File: src/hw/rtl/lusp_pkg.sv
// Shared types, constants and fixed-point helpers for the LU solver.
// No dependencies; used by lu_solve_partial_pivot.
`timescale 1ns / 1ps

package lusp_pkg;

    localparam int MAX_SIZE    = 4;
    localparam int VALUE_WIDTH = 32;
    localparam int FRAC_BITS   = 16;
    localparam int IDX_W       = $clog2(MAX_SIZE);
    localparam int CNT_W       = $clog2(MAX_SIZE + 1);
    localparam int FAC_DEPTH   = MAX_SIZE * MAX_SIZE;
    localparam int QUO_W       = VALUE_WIDTH + FRAC_BITS;
    localparam int PROD_W      = 2 * VALUE_WIDTH;
    localparam int DCNT_W      = $clog2(QUO_W);

    typedef struct packed {
        logic signed [VALUE_WIDTH-1:0] element_value;
        logic                          final_element;
    } in_beat_t;

    typedef struct packed {
        logic signed [VALUE_WIDTH-1:0] solution_value;
        logic [IDX_W-1:0]              solution_index;
        logic [IDX_W-1:0]              original_row;
        logic                          singular_flag;
        logic                          run_end;
    } out_beat_t;

    typedef enum logic [3:0] {
        ST_LOAD,
        ST_PIV,
        ST_SWAP,
        ST_DIV_LD,
        ST_DIV_RUN,
        ST_DIV_WR,
        ST_RD1,
        ST_RD2,
        ST_MUL,
        ST_SUB,
        ST_OUT
    } state_t;

    typedef enum logic [1:0] {
        PH_FACT,
        PH_FWD,
        PH_BACK
    } phase_t;

    // magnitude of a signed value
    function automatic logic [VALUE_WIDTH-1:0] mag_of(input logic signed [VALUE_WIDTH-1:0] a);
        logic [VALUE_WIDTH-1:0] r;
        r = a[VALUE_WIDTH-1] ? (~a + 1'b1) : a;
        return r;
    endfunction

    // signed value from magnitude and sign, saturated
    function automatic logic signed [VALUE_WIDTH-1:0] sat_mag(input logic [QUO_W-1:0] m,
                                                              input logic neg);
        logic [QUO_W-1:0] vmax;
        logic [VALUE_WIDTH-1:0] r;
        vmax = {{(FRAC_BITS+1){1'b0}}, {(VALUE_WIDTH-1){1'b1}}};
        if (neg) begin
            if (m > vmax) r = {1'b1, {(VALUE_WIDTH-1){1'b0}}};
            else          r = ~m[VALUE_WIDTH-1:0] + 1'b1;
        end else begin
            if (m > vmax) r = {1'b0, {(VALUE_WIDTH-1){1'b1}}};
            else          r = m[VALUE_WIDTH-1:0];
        end
        return r;
    endfunction

endpackage

File: src/hw/rtl/lu_solve_partial_pivot.sv
// Top level of the LU solver: loader, sequencer, shared divider and multiplier.
// Depends on lusp_pkg.
`timescale 1ns / 1ps

// Linear system solver, A x = b, signed Q16.16, LU with partial pivoting.
// s_ channel: one beat per element, matrix row-major (n*n beats), then the
//   n right-hand side beats; final_element=1 on the last one starts the solve.
//   Extra elements before final_element are dropped.
// m_ channel: n result beats, index 0..n-1, run_end on the last.
// cfg channel: writes matrix_size (0 acts as 1, above 4 acts as 4); always
//   ready, write only while idle. A write restarts loading.
// Throughput: loading takes one beat per cycle. The solve runs on one
//   bit-serial divider (48 steps per quotient) and one 32x32 multiplier
//   used as a multiply-subtract (read, read, multiply, subtract), so a 4x4
//   solve performs 10 divisions and 26 multiply-subtracts, plus pivot
//   scans and swaps. s_ready is low from the final element until the last
//   result beat is taken.
// Pivoting never moves data: ro_reg maps logical rows to stored rows.
// Reset: size 4, load position cleared, loader ready. Stores hold garbage
//   until written. A stalled receiver simply holds the sequencer in the
//   output state; nothing is lost.
module lu_solve_partial_pivot
    import lusp_pkg::*;
(
    input  logic                   aclk,
    input  logic                   aresetn,
    input  logic                   s_valid,
    output logic                   s_ready,
    input  in_beat_t               s_data,
    output logic                   m_valid,
    input  logic                   m_ready,
    output out_beat_t              m_data,
    input  logic                   cfg_valid,
    output logic                   cfg_ready,
    input  logic [2:0]             cfg_data
);

    // storage
    logic signed [VALUE_WIDTH-1:0] fac_reg [FAC_DEPTH];
    logic signed [VALUE_WIDTH-1:0] rhs_reg [MAX_SIZE];
    logic [IDX_W-1:0]              ro_reg  [MAX_SIZE];

    // control
    state_t state_reg, state_next;
    phase_t phase_reg, phase_next;
    logic [2:0]       size_reg;
    logic [CNT_W-1:0] ld_row_reg, ld_row_next;
    logic [IDX_W-1:0] ld_col_reg, ld_col_next;
    logic [IDX_W-1:0] col_reg, col_next;
    logic [IDX_W-1:0] row_reg, row_next;
    logic [IDX_W-1:0] k_reg, k_next;
    logic [IDX_W-1:0] pr_reg, pr_next;
    logic [VALUE_WIDTH-1:0] pm_reg, pm_next;
    logic             sing_reg, sing_next;
    logic [DCNT_W-1:0] dcnt_reg;

    // datapath
    logic signed [VALUE_WIDTH-1:0] piv_reg, l_reg, a_reg, b_reg, x_reg;
    logic [PROD_W-1:0]             prod_reg;
    logic                          pneg_reg;
    logic [QUO_W-1:0]              dnum_reg;
    logic [VALUE_WIDTH-1:0]        drem_reg, dden_reg;
    logic                          dneg_reg;

    logic [CNT_W-1:0] n_eff;
    logic [IDX_W-1:0] n_last;
    logic s_acc, m_acc, cfg_acc;

    logic [IDX_W*2-1:0] fac_raddr;
    logic [IDX_W-1:0]   rhs_raddr;
    logic signed [VALUE_WIDTH-1:0] fac_rdata, rhs_rdata;

    logic [VALUE_WIDTH-1:0] m_cur;
    logic                   better;
    logic [VALUE_WIDTH-1:0] pm_best;

    logic [VALUE_WIDTH:0]   rem_sh;
    logic                   rem_ge;
    logic signed [VALUE_WIDTH-1:0] quo;
    logic signed [VALUE_WIDTH-1:0] msub_p;
    logic signed [VALUE_WIDTH:0]   msub_d;
    logic signed [VALUE_WIDTH-1:0] msub;

    assign n_eff = (size_reg == 3'd0) ? CNT_W'(1)
                 : (CNT_W'(size_reg) > CNT_W'(MAX_SIZE)) ? CNT_W'(MAX_SIZE)
                 : CNT_W'(size_reg);
    assign n_last = IDX_W'(n_eff - 1'b1);

    assign s_acc   = s_valid && s_ready;
    assign m_acc   = m_valid && m_ready;
    assign cfg_ready = 1'b1;
    assign cfg_acc = cfg_valid && cfg_ready;

    assign fac_rdata = fac_reg[fac_raddr];
    assign rhs_rdata = rhs_reg[rhs_raddr];

    // pivot compare
    assign m_cur   = mag_of(fac_rdata);
    assign better  = m_cur > pm_reg;
    assign pm_best = better ? m_cur : pm_reg;

    // divider step and result
    assign rem_sh = {drem_reg, dnum_reg[QUO_W-1]};
    assign rem_ge = rem_sh >= {1'b0, dden_reg};
    assign quo    = (dden_reg == '0) ? '0 : sat_mag(dnum_reg, dneg_reg);

    // multiply-subtract tail: truncate, saturate, subtract, saturate
    assign msub_p = sat_mag(prod_reg[PROD_W-1:FRAC_BITS], pneg_reg);
    assign msub_d = {x_reg[VALUE_WIDTH-1], x_reg} - {msub_p[VALUE_WIDTH-1], msub_p};
    always_comb begin
        if (msub_d[VALUE_WIDTH] != msub_d[VALUE_WIDTH-1]) begin
            msub = msub_d[VALUE_WIDTH] ? {1'b1, {(VALUE_WIDTH-1){1'b0}}}
                                       : {1'b0, {(VALUE_WIDTH-1){1'b1}}};
        end else begin
            msub = msub_d[VALUE_WIDTH-1:0];
        end
    end

    // next state and loop counters
    always_comb begin
        state_next  = state_reg;
        phase_next  = phase_reg;
        ld_row_next = ld_row_reg;
        ld_col_next = ld_col_reg;
        col_next    = col_reg;
        row_next    = row_reg;
        k_next      = k_reg;
        pr_next     = pr_reg;
        pm_next     = pm_reg;
        sing_next   = sing_reg;
        case (state_reg)
            ST_LOAD: begin
                if (s_acc) begin
                    if (ld_row_reg <= CNT_W'(n_last)) begin
                        if (ld_col_reg == n_last) begin
                            ld_col_next = '0;
                            ld_row_next = ld_row_reg + 1'b1;
                        end else begin
                            ld_col_next = ld_col_reg + 1'b1;
                        end
                    end else if (ld_row_reg == n_eff) begin
                        if (ld_col_reg == n_last) begin
                            ld_col_next = '0;
                            ld_row_next = ld_row_reg + 1'b1;
                        end else begin
                            ld_col_next = ld_col_reg + 1'b1;
                        end
                    end
                    if (s_data.final_element) begin
                        ld_row_next = '0;
                        ld_col_next = '0;
                        phase_next  = PH_FACT;
                        col_next    = '0;
                        row_next    = '0;
                        pr_next     = '0;
                        pm_next     = '0;
                        sing_next   = 1'b0;
                        state_next  = ST_PIV;
                    end
                end
                if (cfg_acc) begin
                    ld_row_next = '0;
                    ld_col_next = '0;
                end
            end
            ST_PIV: begin
                if (better) begin
                    pm_next = m_cur;
                    pr_next = row_reg;
                end
                if (row_reg == n_last) begin
                    if (pm_best == '0) begin
                        sing_next  = 1'b1;
                        k_next     = '0;
                        state_next = ST_OUT;
                    end else begin
                        state_next = ST_SWAP;
                    end
                end else begin
                    row_next = row_reg + 1'b1;
                end
            end
            ST_SWAP: begin
                if (col_reg == n_last) begin
                    if (n_last == '0) begin
                        phase_next = PH_BACK;
                        row_next   = n_last;
                        state_next = ST_DIV_LD;
                    end else begin
                        phase_next = PH_FWD;
                        row_next   = IDX_W'(1);
                        k_next     = '0;
                        state_next = ST_RD1;
                    end
                end else begin
                    row_next   = col_reg + 1'b1;
                    state_next = ST_DIV_LD;
                end
            end
            ST_DIV_LD: begin
                state_next = ST_DIV_RUN;
            end
            ST_DIV_RUN: begin
                if (dcnt_reg == DCNT_W'(QUO_W - 1)) state_next = ST_DIV_WR;
            end
            ST_DIV_WR: begin
                if (phase_reg == PH_FACT) begin
                    k_next     = col_reg + 1'b1;
                    state_next = ST_RD1;
                end else if (row_reg == '0) begin
                    k_next     = '0;
                    state_next = ST_OUT;
                end else begin
                    row_next   = row_reg - 1'b1;
                    k_next     = row_reg;
                    state_next = ST_RD1;
                end
            end
            ST_RD1: state_next = ST_RD2;
            ST_RD2: state_next = ST_MUL;
            ST_MUL: state_next = ST_SUB;
            ST_SUB: begin
                case (phase_reg)
                    PH_FACT: begin
                        if (k_reg != n_last) begin
                            k_next     = k_reg + 1'b1;
                            state_next = ST_RD1;
                        end else if (row_reg != n_last) begin
                            row_next   = row_reg + 1'b1;
                            state_next = ST_DIV_LD;
                        end else begin
                            col_next   = col_reg + 1'b1;
                            row_next   = col_reg + 1'b1;
                            pr_next    = col_reg + 1'b1;
                            pm_next    = '0;
                            state_next = ST_PIV;
                        end
                    end
                    PH_FWD: begin
                        if (k_reg + 1'b1 != row_reg) begin
                            k_next     = k_reg + 1'b1;
                            state_next = ST_RD1;
                        end else if (row_reg != n_last) begin
                            row_next   = row_reg + 1'b1;
                            k_next     = '0;
                            state_next = ST_RD1;
                        end else begin
                            phase_next = PH_BACK;
                            row_next   = n_last;
                            state_next = ST_DIV_LD;
                        end
                    end
                    default: begin
                        if (k_reg != n_last) begin
                            k_next     = k_reg + 1'b1;
                            state_next = ST_RD1;
                        end else begin
                            state_next = ST_DIV_LD;
                        end
                    end
                endcase
            end
            ST_OUT: begin
                if (m_acc) begin
                    if (k_reg == n_last) begin
                        state_next = ST_LOAD;
                    end else begin
                        k_next = k_reg + 1'b1;
                    end
                end
            end
            default: state_next = ST_LOAD;
        endcase
    end

    // read address selection and handshake outputs
    always_comb begin
        s_ready   = (state_reg == ST_LOAD);
        m_valid   = (state_reg == ST_OUT);
        fac_raddr = {ro_reg[row_reg], col_reg};
        rhs_raddr = ro_reg[row_reg];
        case (state_reg)
            ST_PIV:    fac_raddr = {ro_reg[row_reg], col_reg};
            ST_DIV_LD: fac_raddr = (phase_reg == PH_FACT) ? {ro_reg[row_reg], col_reg}
                                                          : {ro_reg[row_reg], row_reg};
            ST_RD1: begin
                fac_raddr = (phase_reg == PH_FACT) ? {ro_reg[col_reg], k_reg}
                                                   : {ro_reg[row_reg], k_reg};
                rhs_raddr = ro_reg[k_reg];
            end
            ST_RD2:    fac_raddr = {ro_reg[row_reg], k_reg};
            ST_OUT:    rhs_raddr = ro_reg[k_reg];
            default:   fac_raddr = {ro_reg[row_reg], col_reg};
        endcase
    end

    assign m_data.solution_value = sing_reg ? '0 : rhs_rdata;
    assign m_data.solution_index = k_reg;
    assign m_data.original_row   = ro_reg[k_reg];
    assign m_data.singular_flag  = sing_reg;
    assign m_data.run_end        = (k_reg == n_last);

    // control registers
    always_ff @(posedge aclk) begin
        if (!aresetn) begin
            state_reg  <= ST_LOAD;
            phase_reg  <= PH_FACT;
            size_reg   <= 3'(MAX_SIZE);
            ld_row_reg <= '0;
            ld_col_reg <= '0;
            col_reg    <= '0;
            row_reg    <= '0;
            k_reg      <= '0;
            pr_reg     <= '0;
            pm_reg     <= '0;
            sing_reg   <= 1'b0;
            dcnt_reg   <= '0;
        end else begin
            state_reg  <= state_next;
            phase_reg  <= phase_next;
            ld_row_reg <= ld_row_next;
            ld_col_reg <= ld_col_next;
            col_reg    <= col_next;
            row_reg    <= row_next;
            k_reg      <= k_next;
            pr_reg     <= pr_next;
            pm_reg     <= pm_next;
            sing_reg   <= sing_next;
            if (cfg_acc) size_reg <= cfg_data;
            if (state_reg == ST_DIV_RUN) dcnt_reg <= dcnt_reg + 1'b1;
            else                         dcnt_reg <= '0;
        end
    end

    // stores, row order and arithmetic registers
    always_ff @(posedge aclk) begin
        case (state_reg)
            ST_LOAD: begin
                if (s_acc) begin
                    if (ld_row_reg <= CNT_W'(n_last)) begin
                        fac_reg[{ld_row_reg[IDX_W-1:0], ld_col_reg}] <= s_data.element_value;
                    end else if (ld_row_reg == n_eff) begin
                        rhs_reg[ld_col_reg] <= s_data.element_value;
                    end
                    if (s_data.final_element) begin
                        for (int i = 0; i < MAX_SIZE; i++) ro_reg[IDX_W'(i)] <= IDX_W'(i);
                    end
                end
            end
            ST_PIV: begin
                if (better) piv_reg <= fac_rdata;
            end
            ST_SWAP: begin
                if (pr_reg != col_reg) begin
                    ro_reg[col_reg] <= ro_reg[pr_reg];
                    ro_reg[pr_reg]  <= ro_reg[col_reg];
                end
            end
            ST_DIV_LD: begin
                if (phase_reg == PH_FACT) begin
                    dnum_reg <= {mag_of(fac_rdata), {FRAC_BITS{1'b0}}};
                    dden_reg <= mag_of(piv_reg);
                    dneg_reg <= fac_rdata[VALUE_WIDTH-1] ^ piv_reg[VALUE_WIDTH-1];
                end else begin
                    dnum_reg <= {mag_of(rhs_rdata), {FRAC_BITS{1'b0}}};
                    dden_reg <= mag_of(fac_rdata);
                    dneg_reg <= rhs_rdata[VALUE_WIDTH-1] ^ fac_rdata[VALUE_WIDTH-1];
                end
                drem_reg <= '0;
            end
            ST_DIV_RUN: begin
                drem_reg <= rem_ge ? VALUE_WIDTH'(rem_sh - {1'b0, dden_reg})
                                   : rem_sh[VALUE_WIDTH-1:0];
                dnum_reg <= {dnum_reg[QUO_W-2:0], rem_ge};
            end
            ST_DIV_WR: begin
                if (phase_reg == PH_FACT) begin
                    fac_reg[{ro_reg[row_reg], col_reg}] <= quo;
                    l_reg <= quo;
                end else begin
                    rhs_reg[ro_reg[row_reg]] <= quo;
                end
            end
            ST_RD1: begin
                a_reg <= fac_rdata;
                b_reg <= (phase_reg == PH_FACT) ? l_reg : rhs_rdata;
            end
            ST_RD2: begin
                x_reg <= (phase_reg == PH_FACT) ? fac_rdata : rhs_rdata;
            end
            ST_MUL: begin
                prod_reg <= mag_of(a_reg) * mag_of(b_reg);
                pneg_reg <= a_reg[VALUE_WIDTH-1] ^ b_reg[VALUE_WIDTH-1];
            end
            ST_SUB: begin
                if (phase_reg == PH_FACT) fac_reg[{ro_reg[row_reg], k_reg}] <= msub;
                else                      rhs_reg[ro_reg[row_reg]] <= msub;
            end
            default: begin
            end
        endcase
    end

`ifndef SYNTHESIS
    // loader and result channel are never open together
    a_excl: assert property (@(posedge aclk) disable iff (!aresetn)
        !(s_ready && m_valid))
        else $error("loader ready while results pending");

    // a final element closes the loader at once
    a_start: assert property (@(posedge aclk) disable iff (!aresetn)
        (s_acc && s_data.final_element) |=> !s_ready)
        else $error("loader still open after final element");

    // last result beat taken reopens the loader
    a_done: assert property (@(posedge aclk) disable iff (!aresetn)
        (m_acc && m_data.run_end) |=> s_ready)
        else $error("loader not reopened after run end");

    // a singular run reports zero values
    a_sing: assert property (@(posedge aclk) disable iff (!aresetn)
        (m_valid && m_data.singular_flag) |-> (m_data.solution_value == '0))
        else $error("nonzero value on singular result");
`endif

endmodule
File: config.mk
export PLATFORM = sky130hd
export DESIGN_NAME = lu_solve_partial_pivot
export DESIGN_NICKNAME = d
export VERILOG_FILES = /design/src/hw/rtl/lusp_pkg.sv /design/src/hw/rtl/lu_solve_partial_pivot.sv
export SDC_FILE = /design/constraint.sdc
export NUM_CORES = 2
export LEC_CHECK = 0
export ABC_CLOCK_PERIOD_IN_PS = 22900
export BUFFER_PORTS_ARGS = -buffer_cell sky130_fd_sc_hd__buf_2
export CAP_MARGIN = 5
export CORE_MARGIN = 2
export CORE_UTILIZATION = 60
export DETAILED_ROUTE_END_ITERATION = 10
export PLACE_DENSITY = 0.73
export REMOVE_ABC_BUFFERS = 1
export SLEW_MARGIN = 5
export SYNTH_ARGS = -nofsm -noshare
export SYNTH_HDL_FRONTEND = slang
export SYNTH_SLANG_ARGS = --single-unit
export TNS_END_PERCENT = 100
File: constraint.sdc
create_clock -name aclk -period 22.9 [get_ports aclk]
set_input_delay 0 -clock aclk [delete_from_list [all_inputs] [get_ports aclk]]
set_output_delay 0 -clock aclk [all_outputs]
set_load 0.005 [all_outputs]
======== Word level (Yosys, flattened, before mapping) ========
Memory sizes are Yosys's and may differ from the RTL's. A register that Yosys moved wholly into a read port is not among the register bits.
Cells that the tools add are included.
word-level totals
  register bits ........................... 399
  bits in writable memories ............... 648
  word-level logic and storage cells ...... 302
  memories ................................ 3
memories
  name     depth  bits a word  rd ports  clocked after memory_dff  write ports  line                          text
  fac_reg  16     32           1         0                         1            lu_solve_partial_pivot.sv:39  logic signed [VALUE_WIDTH-1:0] fac_reg [FAC_DEPTH];
  rhs_reg  4      32           1         0                         1            lu_solve_partial_pivot.sv:40  logic signed [VALUE_WIDTH-1:0] rhs_reg [MAX_SIZE];
  ro_reg   4      2            4         4                         4            lu_solve_partial_pivot.sv:41  logic [IDX_W-1:0] ro_reg [MAX_SIZE];
cells by class
  $add $sub $neg .......................... 17
  multipliers ............................. 1
  $lt $le $gt $ge ......................... 6
  eq/ne operators ......................... 46
  muxes and demuxes ....................... 159
  bitwise logic cells ..................... 11
  reductions and logical operators ........ 36
operator list
  cell                                                                    number
  32-bit 2-to-1 mux                                                       29
  32-bit by 1-bit adder with 32-bit output, second input constant         7
  32-bit NOT                                                              7
  2-bit 2-to-1 mux                                                        54
  48-bit by 31-bit > comparator with 1-bit output, second input constant  2
  32-bit one-hot mux with 3 select lines                                  1
  48-bit one-hot mux with 2 select lines                                  1
  32-bit OR reduction                                                     3
  32-bit zero test                                                        2
  32-bit by 32-bit multiplier with 64-bit output                          1
  32-bit one-hot mux with 2 select lines                                  1
  4-bit 2-to-1 mux                                                        13
  48-bit 2-to-1 mux                                                       1
  4-bit one-hot mux with 11 select lines                                  1
  3-bit 2-to-1 mux                                                        13
  1-bit 2-to-1 mux                                                        36
  33-bit by 32-bit greater-or-equal comparator with 1-bit output          1
  32-bit by 32-bit subtractor with 33-bit output                          1
  32-bit > comparator                                                     1
  32-bit subtractor                                                       1
  2-bit inequality test, second input constant                            15
  2-bit one-hot mux with 5 select lines                                   2
  6-bit AND reduction                                                     3
  9-bit AND reduction                                                     2
  other kinds (39)                                                        78

======== Depth between registers and ports, before layout ========
An unclocked memory read counts as a cell.
  depth in word-level cells ............... 15
  depth in mapped cells ................... 41
  mapped depth without buffers ............ 39

======== Worst setup path after synthesis ========
No wires, ideal clock.
  path type ............................... register to register
  start point ............................. register a_reg[0]
  end point ............................... register prod_reg[63] (data pin)
  arrival ................................. 9.864 ns
  data required time ...................... 22.640 ns
  setup slack ............................. 12.776 ns
  cell stages (with the launch flop) ...... 40
  buffers on the path ..................... 3
  clock period less this slack ............ 10.124 ns
  cell sequence ........................... edfxtp_1 > clkbuf_1 > inv_1 > clkbuf_1 > ha_1 > nand2_1 > or3_1 > nand2b_1 > o21ai_0 > xor2_1 > clkbuf_1 > nor2_1 > fa_1 > fa_1 > fa_1 > inv_1 > fa_1 > inv_1 > (+4 left out) > fa_1 > inv_1 > ha_1 > a21o_1 > a21o_1 > a21o_1 > a21o_1 > a221oi_1 > o21ai_0 > a21oi_1 > o211ai_1 > nand4b_1 > a21oi_1 > nor3_1 > o21a_1 > o21bai_1 > a21o_1 > xnor2_1
on the way
  word-level cells in the longest chain between the ends .. 4
RTL lines
  element                                             line                           text
  from (decl)                                         lu_solve_partial_pivot.sv:58   logic signed [VALUE_WIDTH-1:0] piv_reg, l_reg, a_reg, b_reg, x_reg;
  from (signal assigned)                              lu_solve_partial_pivot.sv:385  a_reg <= fac_rdata;
  32-bit NOT                                          lusp_pkg.sv:53                 r = a[VALUE_WIDTH-1] ? (~a + 1'b1) : a;
  32-bit by 1-bit adder with 32-bit output            lusp_pkg.sv:53
  32-bit 2-to-1 mux (*)                               lusp_pkg.sv:53
  32-bit by 32-bit multiplier with 64-bit output (*)  lu_solve_partial_pivot.sv:392  prod_reg <= mag_of(a_reg) * mag_of(b_reg);
  to (signal assigned)                                lu_solve_partial_pivot.sv:392
  to (decl)                                           lu_solve_partial_pivot.sv:59   logic [PROD_W-1:0] prod_reg;
Mark *: on every way between the ends. The rest lies on a longest branch, timed or not.
A chain may end at the register's enable or synchronous reset.

======== Worst setup path in the final report ========
Same ends and word-level chain as after synthesis.

==> load_flow_metrics.sql <==
INSERT INTO impl_metrics (metric_group, metric, value, unit) VALUES
('die', 'core_area', '137000', 'um^2'),
('routing', 'ant_nets', '0', ''),
('global_route', 'antenna_found_initial', '11', ''),
('synthesis', 'dominant_combinational_cell_family_by_area_after_synthesis', 'adder cells', ''),
('synthesis', 'synth_mux_area_share', '4.01', '%'),
('setup_path', 'worst_ep_arrival_time', '12.39', 'ns'),
('setup_path', 'cpMaxStageDelayCell', 'o41ai_1', ''),
('die', 'die_area', '141000', 'um^2'),
('layout', 'areaGrowthSynthToFinish', '9.05', '%'),
('timing', 'tightest_slew', '1.27', 'ns'),
('min_path', 'hold_path.class', 'in -> reg', ''),
('power_and_ir_drop', 'power_density_cells', '95.3', 'nW/um^2'),
('routing', 'routedWlPerCell', '27.2', 'um'),
('clock_tree', 'clockRootBuffer', 'clkbuf_16', ''),
('setup_path', 'setup_cp_type', 'reg -> reg', ''),
('timing', 'setup-tns-final', '0', 'ns'),
('layout', 'drive_above_1_share', '9.29', '%'),
('clock_tree', 'cts_num_sinks', '1039', ''),
('synthesis', 'synth_top_cell_by_area', 'edfxtp_1', ''),
('setup_path', 'cp_data_required_time', '23.39', 'ns'),
('timing', 'achievable-frequency', '84.1', 'MHz'),
('place', 'place_congestion', '0.997', ''),
('routing', 'drc', '0', ''),
('setup_path', 'timing.critical_path.to_type', 'register', ''),
('place', 'dpl.hpwl', '194', 'mm'),
('synthesis', 'synth-adder-area-share', '27.4', '%'),
('timing', 'setup_repair_after_global_routing_missed_its_margin', 'false', ''),
('place', 'placed_cells', '9569', ''),
('layout', 'instances_no_fill', '9819', ''),
('synthesis', 'post_synth_main_area_contributors', 'edfxtp_1, fa_1, ha_1, inv_1, nor2_1', ''),
('setup_path', 'critPathCapture', 'prod_reg[63]$_DFFE_PP_', ''),
('routing', 'num_vias', '62000', ''),
('synthesis', 'synthesized_area_fraction_occupied_by_ao_oa_aoi_and_oai_cells', '8.44', '%'),
('run_status', 'run_status', 'finished, final reports clean', ''),
('timing', 'timing.final.crit_share', '52.0', '%'),
('setup_path', 'timing.rr.end', 'prod_reg[63]$_DFFE_PP_', ''),
('synthesis', 'mappedNetlistArea', '82600', 'um^2'),
('flow_run', 'max-cap-violations', '0', ''),
('die', 'total_number_of_placement_rows', '136', ''),
('global_route', 'globalRoute.totalOverflow', '0', ''),
('clock_tree', 'clock_buffer_count_from_cts', '104', ''),
('timing', 'report.final.hold_viol_count', '0', ''),
('die', 'floorplan.initialDensity', '60.3', '%'),
('clock_tree', 'cts-htree-levels', '3', ''),
('timing', 'setup_viol', '0', ''),
('timing', 'finalClockSkew', '0.0575', 'ns'),
('setup_path', 'crit_top_cell', 'fa_1', ''),
('timing', 'slew_headroom', '13.8', '%'),
('clock_tree', 'tritoncts_clock_tree', 'done', ''),
('synthesis', 'syn_inst', '7852', ''),
('clock_tree', 'clock_latency', '0.76', 'ns'),
('setup_path', 'r2r.worst_path.cells', '36', ''),
('synthesis', 'synth_area_per_cell', '10.5', 'um^2'),
('layout', 'layout.filler_cells', '10500', ''),
('timing', 'fin_crit', '11.90', 'ns'),
('synthesis', 'synthXorXnorAreaFrac', '3.86', '%'),
('global_route', 'grt_pass1_vias', '63400', ''),
('setup_path', 'r2r_start', 'a_reg[0]$_DFFE_PP_', ''),
('global_route', 'grt_usage', '38.3', '%'),
('setup_path', 'worst-r2r-setup-slack', '11.00', 'ns'),
('clock_tree', 'clk_transition_reported_paths', '0.08', 'ns'),
('die', 'design.portCount', '82', ''),
('die', 'fp.dieW', '375', 'um'),
('clock_tree', 'postCtsSetupRepairBufs', '0', ''),
('routing', 'totalWireLength', '267', 'mm'),
('routing', 'drt-pass1-iter-count', '9', ''),
('synthesis', 'synth-async-reset-ratio', '0', '%'),
('power_and_ir_drop', 'vdd_drop_max', '0.107', 'mV'),
('setup_path', 'start_kind', 'register', ''),
('synthesis', 'synthesized_area_fraction_occupied_by_and_or_nand_nor_cells', '12.7', '%'),
('synthesis', 'netlist.area_leader.share', '35.3', '%');
final cells by class:
type,instances,area (um^2),area share (%)
Antenna cell,6,15.0,0.0167
Inverter,1043,3920,4.35
Clock inverter,68,736,0.817
Clock buffer,126,2740,3.04
Multi-Input combinational cell,5383,47300,52.5
Timing Repair Buffer,360,2640,2.93
Tap cell,1794,2240,2.49
Sequential cell,1039,30500,33.9
worst max-delay path, delay by kind of cell, from the launching register on:
kind / cells / cell delay (ns)
AOI/OAI and AO/OA: 9 / 2.28
xor gates and xnor gates: 2 / 0.74
adders and majority gates: 10 / 4.63
buffers and inverters: 8 / 1.74
DFF: 1 / 0.65
and+or+nand+nor: 7 / 1.58
power by group:
| group | internal (W) | total [W] | switching [W] |
|---|---|---|---|
| registers | 0.00242 | 0.00252 | 0.0000992 |
| logic | 0.00162 | 0.00430 | 0.00268 |
| clock network | 0.000975 | 0.00176 | 0.000780 |
| total | 0.00502 | 0.00858 | 0.00356 |
metal layers:
metal	global-route usage, %	share of wire (%)	routed length [um]	vias to the layer above
li1	-	-	-	26400
met1	47.0	35	94000	30800
met2	61.2	46	124000	3797
met3	8.18	10	27200	1032
met4	26.4	8.2	21800	14
met5	0	0.037	98	-
worst min path at each step:
stage	from	end	cells after the start	slack [ns]
5_1_grt	s_data[2]	rhs_reg[3][1]$_DFFE_PP_	4	0.33
3_5_place_dp	cfg_data[2]	size_reg[2]$_SDFFE_PN1P_	3	0.22
3_3_place_gp	cfg_data[2]	size_reg[2]$_SDFFE_PN1P_	3	0.21
4_1_cts	s_data[4]	rhs_reg[1][3]$_DFFE_PP_	4	0.28
2_1_floorplan	aresetn	size_reg[2]$_SDFFE_PN1P_	1	0.06
6_report	s_data[4]	rhs_reg[1][3]$_DFFE_PP_	4	0.31
synthesized netlist by cell type (53+ instances only):
library cell	number
xor2_1	151
a21o_1	72
fa_1	897
mux4_2	73
nor2b_1	56
inv_1	1040
nor3_1	73
and2_1	53
edfxtp_1	970
clkbuf_1	316
nand2_1	918
xnor2_1	213
mux2i_1	115
o21ai_0	285
ha_1	368
a22oi_1	65
a21oi_1	273
nand3_1	95
dfxtp_1	69
nor2_1	932
per-stage QoR:
step / utilization [%] / power (W) / instance area, um^2 / hold WS [ns] / worst slack (ns)
floorplan: - / 0.00526 / 81000 / 0.0619 / 5.82
global placement: 62.8 / 0.00669 / 86100 / 0.214 / 11.33
detailed placement: 62.8 / 0.00670 / 86100 / 0.223 / 11.21
CTS: 65.7 / 0.00851 / 90000 / 0.280 / 11.13
global route: 65.7 / 0.00903 / 90100 / 0.332 / 10.56
finish: 65.8 / 0.00858 / 90100 / 0.306 / 11.00
timing repair:
| item | CTS | global route |
|---|---|---|
| endpoints found under the hold margin | 216 | 0 |
| gates resized for setup | 0 | 0 |
| hold buffers | 49 | 0 |
cells by family (layout without fill, tap and decap cells):
group | after synthesis | after routing
simple gates | 2427 | 2427
buf+inv | 1430 | 1597
flops | 1039 | 1039
compound gates | 1088 | 1088
fa+ha+maj | 1269 | 1269
mux | 234 | 234
other cells | 1 | 7
xor+xnor | 364 | 364
No activity file was read; power rests on OpenSTA's default activity.
